[config.mk]
export PLATFORM = sky130hd
export DESIGN_NAME = strided_frame_allocator
export DESIGN_NICKNAME = d
export VERILOG_FILES = /design/src/rtl/core/sfa_pkg.sv /design/src/rtl/core/sfa_dpath.sv /design/src/rtl/core/sfa_ctrl.sv /design/src/rtl/core/strided_frame_allocator.sv
export SDC_FILE = /design/constraint.sdc
export NUM_CORES = 2
export LEC_CHECK = 0
export ABC_AREA = 1
export BUFFER_PORTS_ARGS = -buffer_cell sky130_fd_sc_hd__buf_2
export CORE_MARGIN = 2
export CORE_UTILIZATION = 35
export CTS_BUF_LIST = sky130_fd_sc_hd__clkbuf_16
export CTS_CLUSTER_DIAMETER = 60
export DETAILED_ROUTE_END_ITERATION = 6
export PLACE_DENSITY = 0.59
export SETUP_SLACK_MARGIN = 0.4
export SLEW_MARGIN = 20
export SYNTH_ARGS = -nofsm -noshare
export SYNTH_HDL_FRONTEND = slang
export SYNTH_HIERARCHICAL = 1
export SYNTH_SLANG_ARGS = --single-unit
[constraint.sdc]
create_clock -name clk -period 48.1 [get_ports clk]
set_input_delay 4.81 -clock clk [delete_from_list [all_inputs] [get_ports clk]]
set_output_delay 4.81 -clock clk [all_outputs]
set_load 0.05 [all_outputs]
[src/rtl/core/sfa_pkg.sv]
// Shared types, codes and defaults of the strided frame allocator.
package sfa_pkg;

  localparam int FRAME_COUNT_DEF = 1024;
  localparam int MAX_BATCH_DEF   = 16;
  localparam int RESERVED_RST    = 256;

  localparam int OP_W     = 2;
  localparam int FRAME_W  = 10;
  localparam int COUNT_W  = 5;
  localparam int STATUS_W = 2;
  localparam int RES_W    = 11;

  typedef enum logic [OP_W-1:0] {
    OP_INIT  = 2'd0,
    OP_ALLOC = 2'd1,
    OP_FREE  = 2'd2
  } op_t;

  typedef enum logic [STATUS_W-1:0] {
    ST_OK       = 2'd0,
    ST_NOFRAMES = 2'd1,
    ST_IGNORED  = 2'd2
  } status_t;

  typedef struct packed {
    logic    start;
    logic    sweep_en;
    logic    scan_en;
    logic    free_wr;
    logic    emit_en;
    logic    resp_ld;
    status_t resp_status;
  } sfa_cmd_t;

  typedef struct packed {
    logic cnt_zero;
    logic cnt_over;
    logic free_ok;
    logic sweep_done;
    logic scan_full;
    logic scan_dry;
    logic emit_last;
  } sfa_sts_t;

endpackage

[src/rtl/core/sfa_dpath.sv]
// Datapath of the frame allocator: frame map memory, scan and sweep counters, pick list, output.
module sfa_dpath import sfa_pkg::*; #(
  parameter int FRAME_COUNT = FRAME_COUNT_DEF,
  parameter int MAX_BATCH   = MAX_BATCH_DEF
) (
  input  logic                clk,
  input  logic                rst_n,
  input  logic                cfg_we,
  input  logic [RES_W-1:0]    cfg_wdata,
  input  logic [FRAME_W-1:0]  in_frame,
  input  logic [COUNT_W-1:0]  in_count,
  input  sfa_cmd_t            cmd,
  output sfa_sts_t            sts,
  output logic [STATUS_W-1:0] out_status,
  output logic [FRAME_W-1:0]  out_frame_res,
  output logic                out_last
);

  localparam int FW    = $clog2(FRAME_COUNT);
  localparam int CW    = FW + 1;
  localparam int CNTW  = $clog2(MAX_BATCH + 1);
  localparam int PW    = (MAX_BATCH > 1) ? $clog2(MAX_BATCH) : 1;
  localparam int R_RST = (RESERVED_RST > FRAME_COUNT) ? FRAME_COUNT : RESERVED_RST;

  logic                mem [FRAME_COUNT];
  logic [RES_W-1:0]    reserved_r;
  logic [CW-1:0]       r_lat_r;
  logic [FW-1:0]       sweep_r;
  logic [CW-1:0]       scan_r;
  logic                rd_pend_r;
  logic [FW-1:0]       rd_idx_r;
  logic                rd_data_r;
  logic [COUNT_W-1:0]  cnt_r;
  logic [CNTW-1:0]     found_r;
  logic [FW-1:0]       picks_r [MAX_BATCH];
  logic [STATUS_W-1:0] out_status_r;
  logic [FRAME_W-1:0]  out_frame_r;
  logic                out_last_r;

  logic [CW-1:0]       r_eff;
  logic                in_range;
  logic                hit;
  logic [FW-1:0]       free_addr;
  logic                wr_en;
  logic [FW-1:0]       wr_addr;
  logic                wr_data;

  assign r_eff     = (32'(reserved_r) > 32'(FRAME_COUNT)) ? CW'(FRAME_COUNT) : CW'(reserved_r);
  assign in_range  = 32'(scan_r) < 32'(FRAME_COUNT);
  assign hit       = rd_pend_r && !rd_data_r && (32'(found_r) < 32'(cnt_r));
  assign free_addr = FW'(32'(in_frame));

  assign sts.cnt_zero   = (in_count == '0);
  assign sts.cnt_over   = 32'(in_count) > 32'(MAX_BATCH);
  assign sts.free_ok    = (32'(in_frame) >= 32'(r_eff)) && (32'(in_frame) < 32'(FRAME_COUNT));
  assign sts.sweep_done = 32'(sweep_r) == 32'(FRAME_COUNT - 1);
  assign sts.scan_full  = 32'(found_r) == 32'(cnt_r);
  assign sts.scan_dry   = !in_range && !rd_pend_r;
  assign sts.emit_last  = 32'(found_r) == 32'd1;

  // One write port shared by the sweep, frees and committed picks.
  always_comb begin
    wr_en   = 1'b0;
    wr_addr = sweep_r;
    wr_data = 1'b0;
    priority if (cmd.sweep_en) begin
      wr_en   = 1'b1;
      wr_addr = sweep_r;
      wr_data = 32'(sweep_r) < 32'(r_lat_r);
    end else if (cmd.free_wr) begin
      wr_en   = 1'b1;
      wr_addr = free_addr;
      wr_data = 1'b0;
    end else if (cmd.emit_en) begin
      wr_en   = 1'b1;
      wr_addr = picks_r[0];
      wr_data = 1'b1;
    end
  end

  always_ff @(posedge clk) begin
    if (!rst_n) begin
      reserved_r <= RES_W'(RESERVED_RST);
      r_lat_r    <= CW'(R_RST);
      sweep_r    <= '0;
      scan_r     <= '0;
      rd_pend_r  <= 1'b0;
      found_r    <= '0;
    end else begin
      if (cfg_we) begin
        reserved_r <= cfg_wdata;
      end
      if (cmd.start) begin
        r_lat_r   <= r_eff;
        sweep_r   <= '0;
        scan_r    <= r_eff;
        rd_pend_r <= 1'b0;
        found_r   <= '0;
      end
      if (cmd.sweep_en) begin
        sweep_r <= sweep_r + FW'(1);
      end
      if (cmd.scan_en) begin
        rd_pend_r <= in_range;
        if (in_range) begin
          scan_r <= scan_r + CW'(2);
        end
        if (hit) begin
          found_r <= found_r + CNTW'(1);
        end
      end
      if (cmd.emit_en) begin
        found_r <= found_r - CNTW'(1);
      end
    end
  end

  always_ff @(posedge clk) begin
    if (cmd.start) begin
      cnt_r <= in_count;
    end
    if (cmd.scan_en) begin
      if (in_range) begin
        rd_idx_r  <= scan_r[FW-1:0];
        rd_data_r <= mem[scan_r[FW-1:0]];
      end
      if (hit) begin
        picks_r[found_r[PW-1:0]] <= rd_idx_r;
      end
    end
    if (cmd.emit_en) begin
      for (int j = 0; j < MAX_BATCH - 1; j++) begin
        picks_r[j] <= picks_r[j+1];
      end
      out_status_r <= ST_OK;
      out_frame_r  <= FRAME_W'(32'(picks_r[0]));
      out_last_r   <= sts.emit_last;
    end
    if (cmd.resp_ld) begin
      out_status_r <= cmd.resp_status;
      out_frame_r  <= '0;
      out_last_r   <= 1'b1;
    end
    if (wr_en) begin
      mem[wr_addr] <= wr_data;
    end
  end

  assign out_status    = out_status_r;
  assign out_frame_res = out_frame_r;
  assign out_last      = out_last_r;

endmodule

[src/rtl/core/sfa_ctrl.sv]
// Controller of the frame allocator: request decode, sequencing and output valid.
module sfa_ctrl import sfa_pkg::*; (
  input  logic            clk,
  input  logic            rst_n,
  input  logic            in_valid,
  output logic            in_ready,
  input  logic [OP_W-1:0] in_op,
  output logic            out_valid,
  input  logic            out_ready,
  input  sfa_sts_t        sts,
  output sfa_cmd_t        cmd
);

  typedef enum logic [2:0] {
    S_IDLE,
    S_SWEEP,
    S_SCAN,
    S_EMIT,
    S_RESP
  } state_t;

  state_t  state_r, state_nxt;
  logic    out_valid_r, out_valid_nxt;
  logic    boot_r, boot_nxt;
  status_t resp_r, resp_nxt;
  logic    accept;
  logic    slot_free;

  assign in_ready  = (state_r == S_IDLE);
  assign accept    = in_valid && in_ready;
  assign slot_free = !out_valid_r || out_ready;

  always_comb begin
    state_nxt       = state_r;
    boot_nxt        = boot_r;
    resp_nxt        = resp_r;
    cmd             = '0;
    cmd.resp_status = resp_r;
    unique case (state_r)
      S_IDLE: begin
        if (accept) begin
          cmd.start = 1'b1;
          unique case (op_t'(in_op))
            OP_INIT: begin
              resp_nxt  = ST_OK;
              state_nxt = S_SWEEP;
            end
            OP_ALLOC: begin
              priority if (sts.cnt_zero) begin
                resp_nxt  = ST_OK;
                state_nxt = S_RESP;
              end else if (sts.cnt_over) begin
                resp_nxt  = ST_NOFRAMES;
                state_nxt = S_RESP;
              end else begin
                state_nxt = S_SCAN;
              end
            end
            OP_FREE: begin
              cmd.free_wr = sts.free_ok;
              if (sts.free_ok) begin
                resp_nxt = ST_OK;
              end else begin
                resp_nxt = ST_IGNORED;
              end
              state_nxt = S_RESP;
            end
            default: begin
              state_nxt = S_IDLE;
            end
          endcase
        end
      end
      S_SWEEP: begin
        cmd.sweep_en = 1'b1;
        if (sts.sweep_done) begin
          boot_nxt  = 1'b0;
          state_nxt = boot_r ? S_IDLE : S_RESP;
        end
      end
      S_SCAN: begin
        priority if (sts.scan_full) begin
          state_nxt = S_EMIT;
        end else if (sts.scan_dry) begin
          resp_nxt  = ST_NOFRAMES;
          state_nxt = S_RESP;
        end else begin
          cmd.scan_en = 1'b1;
        end
      end
      S_EMIT: begin
        if (slot_free) begin
          cmd.emit_en = 1'b1;
          if (sts.emit_last) begin
            state_nxt = S_IDLE;
          end
        end
      end
      S_RESP: begin
        if (slot_free) begin
          cmd.resp_ld = 1'b1;
          state_nxt   = S_IDLE;
        end
      end
      default: begin
        state_nxt = S_IDLE;
      end
    endcase
    out_valid_nxt = (out_valid_r && !out_ready) || cmd.emit_en || cmd.resp_ld;
  end

  always_ff @(posedge clk) begin
    if (!rst_n) begin
      state_r     <= S_SWEEP;
      boot_r      <= 1'b1;
      out_valid_r <= 1'b0;
      resp_r      <= ST_OK;
    end else begin
      state_r     <= state_nxt;
      boot_r      <= boot_nxt;
      out_valid_r <= out_valid_nxt;
      resp_r      <= resp_nxt;
    end
  end

  assign out_valid = out_valid_r;

endmodule

[src/rtl/core/strided_frame_allocator.sv]
// Top level of the strided first-fit frame allocator.
// Usage: a request on the in_ channel carries an op (init, allocate or free), a frame number
// for free and a frame count for allocate. Results leave on the out_ channel: one result per
// init, free or zero-count or refused allocate, one per granted frame in ascending order,
// with out_last marking the final result of the request. Both channels use valid/ready.
// The cfg_ port writes the reserved frame count; it takes effect at the next request and
// does not touch the frame map by itself.
// A free or a zero or oversized allocate goes straight to its response; an init first
// sweeps the whole map, writing one entry per cycle. An allocate scans the map from the
// first free-able frame at stride two, one entry per cycle through the single memory read
// port, and answers with a refusal when the scan runs dry or with the batch once enough
// free frames are found.
// One request is worked on at a time; the next is taken once the last result of the previous
// one sits in the output register, even if the receiver has not yet taken it.
// After reset the block sweeps the whole map with in_ready low, marking the first 256
// frames used; configuration writes are taken during the sweep.
// A receiver stall holds the output register and pauses the batch; nothing is lost.
module strided_frame_allocator import sfa_pkg::*; #(
  parameter int FRAME_COUNT = FRAME_COUNT_DEF,
  parameter int MAX_BATCH   = MAX_BATCH_DEF
) (
  input  logic                clk,
  input  logic                rst_n,
  input  logic                in_valid,
  output logic                in_ready,
  input  logic [OP_W-1:0]     in_op,
  input  logic [FRAME_W-1:0]  in_frame,
  input  logic [COUNT_W-1:0]  in_count,
  output logic                out_valid,
  input  logic                out_ready,
  output logic [STATUS_W-1:0] out_status,
  output logic [FRAME_W-1:0]  out_frame_res,
  output logic                out_last,
  input  logic                cfg_we,
  input  logic [RES_W-1:0]    cfg_wdata
);

  sfa_cmd_t cmd;
  sfa_sts_t sts;

  // The controller sequences each request and owns the output valid flag.
  sfa_ctrl u_ctrl (
    .clk       (clk),
    .rst_n     (rst_n),
    .in_valid  (in_valid),
    .in_ready  (in_ready),
    .in_op     (in_op),
    .out_valid (out_valid),
    .out_ready (out_ready),
    .sts       (sts),
    .cmd       (cmd)
  );

  // The datapath holds the frame map, the scan state, the pick list and the output payload.
  sfa_dpath #(
    .FRAME_COUNT (FRAME_COUNT),
    .MAX_BATCH   (MAX_BATCH)
  ) u_dpath (
    .clk           (clk),
    .rst_n         (rst_n),
    .cfg_we        (cfg_we),
    .cfg_wdata     (cfg_wdata),
    .in_frame      (in_frame),
    .in_count      (in_count),
    .cmd           (cmd),
    .sts           (sts),
    .out_status    (out_status),
    .out_frame_res (out_frame_res),
    .out_last      (out_last)
  );

  // A result that is not the last one of its request is always a granted frame.
  a_mid_batch_ok: assert property (@(posedge clk) disable iff (!rst_n)
    out_valid && !out_last |-> out_status == ST_OK)
    else $error("non-final result carries a failure status");

  // Failure and ignore results never carry a frame number.
  a_fail_no_frame: assert property (@(posedge clk) disable iff (!rst_n)
    out_valid && out_status != ST_OK |-> out_frame_res == '0)
    else $error("failure result carries a frame number");

  // Once a granted frame is taken, the next frame of the batch follows at once.
  a_batch_streams: assert property (@(posedge clk) disable iff (!rst_n)
    out_valid && out_ready && !out_last |=> out_valid)
    else $error("gap inside an allocation batch");

  // A new request is never taken while a batch is still being delivered.
  a_no_accept_mid_batch: assert property (@(posedge clk) disable iff (!rst_n)
    in_valid && in_ready |-> !(out_valid && !out_last))
    else $error("request accepted in the middle of a batch");

endmodule

==> results.py <==
metrics = {
    "hold_path": {
        "hold_class": "reg2reg",
        "whs_path_depth": 0,
        "worstHoldStart": "u_dpath/rd_idx_r[0]",
        "min_to": "u_dpath/picks_r[15][0]",
    },
    "setup_path": {
        "cp_data_required_time_ns": 48.57,
        "critPathKind": "in2reg",
        "worstPathCellList": "buf_2 -> ha_1 -> nand2_1 -> o21ai_0 -> a31oi_1 -> o21ai_0 -> nand3_1 -> a21boi_0 -> o21ai_0 -> o21ai_0 -> and3_1 -> inv_2 -> nand2_1 -> o21ai_0 -> o21ai_0 -> nand2_1 -> nor2_1 -> nand3_2 -> buf_4 -> nor2_1",
        "reg2reg_depth": 23,
        "endpoint_kind": "register",
        "rr_endpoint": "u_dpath/mem[432]",
        "r2r_slack_ns": 41.55,
        "critPathArrivalTime_ns": 9.87,
        "crit_fanout": 19,
        "startpoint_type": "input pin",
        "r2r-start": "u_dpath/reserved_r[6]",
        "cpMostUsedCell": "o21ai_0",
        "slowest_delay_ns": 0.81,
        "cp_slowest_cell": "nand3_2",
    },
    "grt": {
        "antenna_found_initial": 1,
        "met1_usage": 0.261,
        "grt_pass1_wl_um": 247000,
        "use_met3": 0.0334,
        "grt_max_degree": 268,
        "grt_use_met2": 0.310,
        "grt_usage": 0.191,
        "grt_busiest_layer": "met2",
        "grt_pass1_vias": 39794,
        "grt.overflow.total": 0,
    },
    "run_status": {
        "outcome": "complete, no violations",
    },
    "cells_and_area": {
        "antenna_cells": 0,
        "layout-drive-gt1-share": 0.0709,
        "post-route-util": 0.392,
        "fill_cells": 16308,
        "area_delta_synth_final_pct": 11.5,
        "nets": 6075,
        "final_cells": 8307,
    },
    "synth": {
        "syn_area_um2": 57800,
        "synthArstFlopShare": 0,
        "avgSynthCellArea_um2": 9.39,
        "synthesis.nets": 6228,
        "synth_edf_count": 1202,
        "synthFlopType": "edfxtp_1",
        "synth-seq-cells": 1269,
        "ys_seq_area_frac": 0.647,
        "synth_warnings": 6,
        "synth_cell_types": 47,
        "syn_inst": 6161,
    },
    "timing": {
        "setup_violations": 0,
        "hold_viol": 0,
        "tightest_slew_ns": 1.26,
        "drv_slew": 0,
        "fmax_mhz": 106,
        "period_share": 0.196,
        "period_minus_slack_ns": 9.41,
        "rsz0062_at_grt": "false",
        "setup_tns_ns": 0,
        "fin_skew_ns": 0.0306,
        "max_slew_margin": 0.156,
    },
    "placement": {
        "gp_congestion": 0.860,
        "io_buffer_count": 47,
        "place_hpwl_um": 90300,
        "dp.cells": 8052,
    },
    "floorplan": {
        "die-area_um2": 168000,
        "die_w_um": 410,
        "die_h_um": 410,
        "rows": 149,
        "design.core.area_um2": 164000,
        "io_pins": 48,
        "initial_core_util": 0.352,
    },
    "clock_tree": {
        "cts_tree": "built",
        "cts_resized": 0,
        "clk_pin_slew_ns": 0.06,
        "cts_root_buf": "clkbuf_16",
        "h-tree-depth": 4,
        "cts_setup_buffers": 0,
        "numCtsBuffers": 141,
        "clockBufferDepth": 3,
        "hold_buffers": 0,
        "insertion_delay_ns": 0.79,
        "clock-sinks": 1269,
    },
    "drt": {
        "wl_per_cell_um": 19.8,
        "vias_per_cell": 5.12,
        "wl_um": 165000,
        "drtAntennaViolNets": 0,
        "drtIter0Drc": 4802,
        "drc": 0,
        "first_pass_iters": 5,
        "route.vias.total": 42553,
    },
    "pwr": {
        "p_seq_frac": 0.451,
        "p_per_area_nw_per_um2": 51.9,
        "power.internal_mw": 2.22,
        "p_leak_nw": 22.9,
        "power_frac_comb": 0.242,
        "switching_power_mw": 1.12,
        "p_clk_frac": 0.307,
        "p_total_mw": 3.35,
        "ir_worst_vdd_mv": 0.0558,
        "netSwitchingFraction": 0.335,
    },
    "run": {
        "drv_cap": 0,
    },
}
-- cells by family (layout without fill, tap and decap cells) --
family / after synthesis / count (layout) / share of synthesized area
and+or+nand+nor: 3520 / 3520 / 0.240
DFF: 1269 / 1269 / 0.647
AOI/OAI and AO/OA: 548 / 548 / 0.0518
adders and majority gates: 34 / 34 / 0.00736
xor gates and xnor gates: 2 / 2 / 0.000303
buffers and inverters: 788 / 745 / 0.0533
-- through the flow --
stage | worst slack [ns] | hold WS, ns | area [µm²]
2_1_floorplan | 13.14 | 0.403 | 57800
3_3_place_gp | 37.83 | 0.431 | 60000
3_5_place_dp | 37.85 | 0.441 | 60000
4_1_cts | 38.66 | 0.454 | 64400
5_1_grt | 38.39 | 0.462 | 64500
6_report | 38.69 | 0.454 | 64500
-- sequential cells by signal (all words and copies together) (netlist names) --
signal,cells
u_dpath/out_frame_res,10
u_dpath/rd_idx_r,10
u_ctrl/boot_r,1
u_ctrl/out_valid,1
u_dpath/mem,1024
u_dpath/r_lat_r,11
u_dpath/out_last,1
u_ctrl/resp_r,2
u_dpath/picks_r,160
u_dpath/found_r,5
u_dpath/sweep_r,10
u_dpath/reserved_r,11
u_dpath/scan_r,11
u_dpath/out_status,2
u_dpath/cnt_r,5
u_dpath/rd_data_r,1
u_ctrl/state_r,3
u_dpath/rd_pend_r,1
-- cell usage in the layout, fill, tap and decap left out, drive strengths merged, types with 9 or more instances in the layout --
master,count
nor2,1583
nand2,1513
edfxtp,1202
inv,388
o21ai,353
nand3,352
buf,153
clkbuf,144
a21oi,96
dfxtp,67
o211ai,51
clkinv,51
nor3,43
ha,34
o31ai,12
o22ai,11
nand4,10
or2,9
-- cell usage after synthesis (12+ instances only) --
cell type / count / area (µm²)
buf_2: 89 / 445
o21ai_0: 346 / 1730
clkbuf_1: 296 / 1110
a21oi_1: 95 / 475
nand3_1: 350 / 1750
o31ai_1: 12 / 90.1
nand2_1: 1508 / 5660
buf_1: 62 / 233
nor3_1: 41 / 205
inv_1: 327 / 1230
nor2_1: 1566 / 5880
edfxtp_1: 1202 / 36100
ha_1: 34 / 425
nor2_2: 16 / 100
o211ai_1: 51 / 383
dfxtp_1: 67 / 1340
-- worst max-delay path by stage --
stage,startpoint,endpoint,cells after the start
2_1_floorplan,in_frame[2],u_dpath/mem[0],14
3_3_place_gp,in_frame[2],u_dpath/mem[470],17
3_5_place_dp,in_frame[2],u_dpath/mem[22],17
4_1_cts,in_frame[2],u_dpath/mem[17],17
5_1_grt,in_frame[2],u_dpath/mem[627],20
6_report,in_frame[2],u_dpath/mem[432],20
-- critical path, delay by kind of cell --
family                     cells  cell delay, ns
AOI/OAI and AO/OA              8            1.79
and+or+nand+nor                8            2.15
buffers and inverters          3            0.80
adders and majority gates      1            0.30
-- layout make-up --
class	count	area [µm²]	share of cell area
well taps	2189	2740	0.0425
repair buffers	153	1120	0.0174
clock inverters	109	757	0.0117
clock buffers	144	3600	0.0559
multi-input cells	4104	17500	0.272
inverters	339	1290	0.0200
flip-flops and latches	1269	37400	0.581
-- per-layer routing --
layer  routed length (µm)  vias to the layer above
li1                     -                    19904
met3                12300                      272
met1                70300                    20914
met2                77200                     1463
met5                    0                        -
met4                 4720                        0
-- power by group through the flow --
| stage | clock (mW) | sequential (mW) | combinational (mW) |
|---|---|---|---|
| global placement | 0 | 1.53 | 0.785 |
| finish | 1.03 | 1.51 | 0.809 |
| global route | 1.09 | 1.51 | 0.885 |
| CTS | 1.05 | 1.51 | 0.796 |
| detailed placement | 0 | 1.53 | 0.794 |
| floorplan | 0 | 1.81 | 0.469 |
No activity file was read; power rests on OpenSTA's default activity.
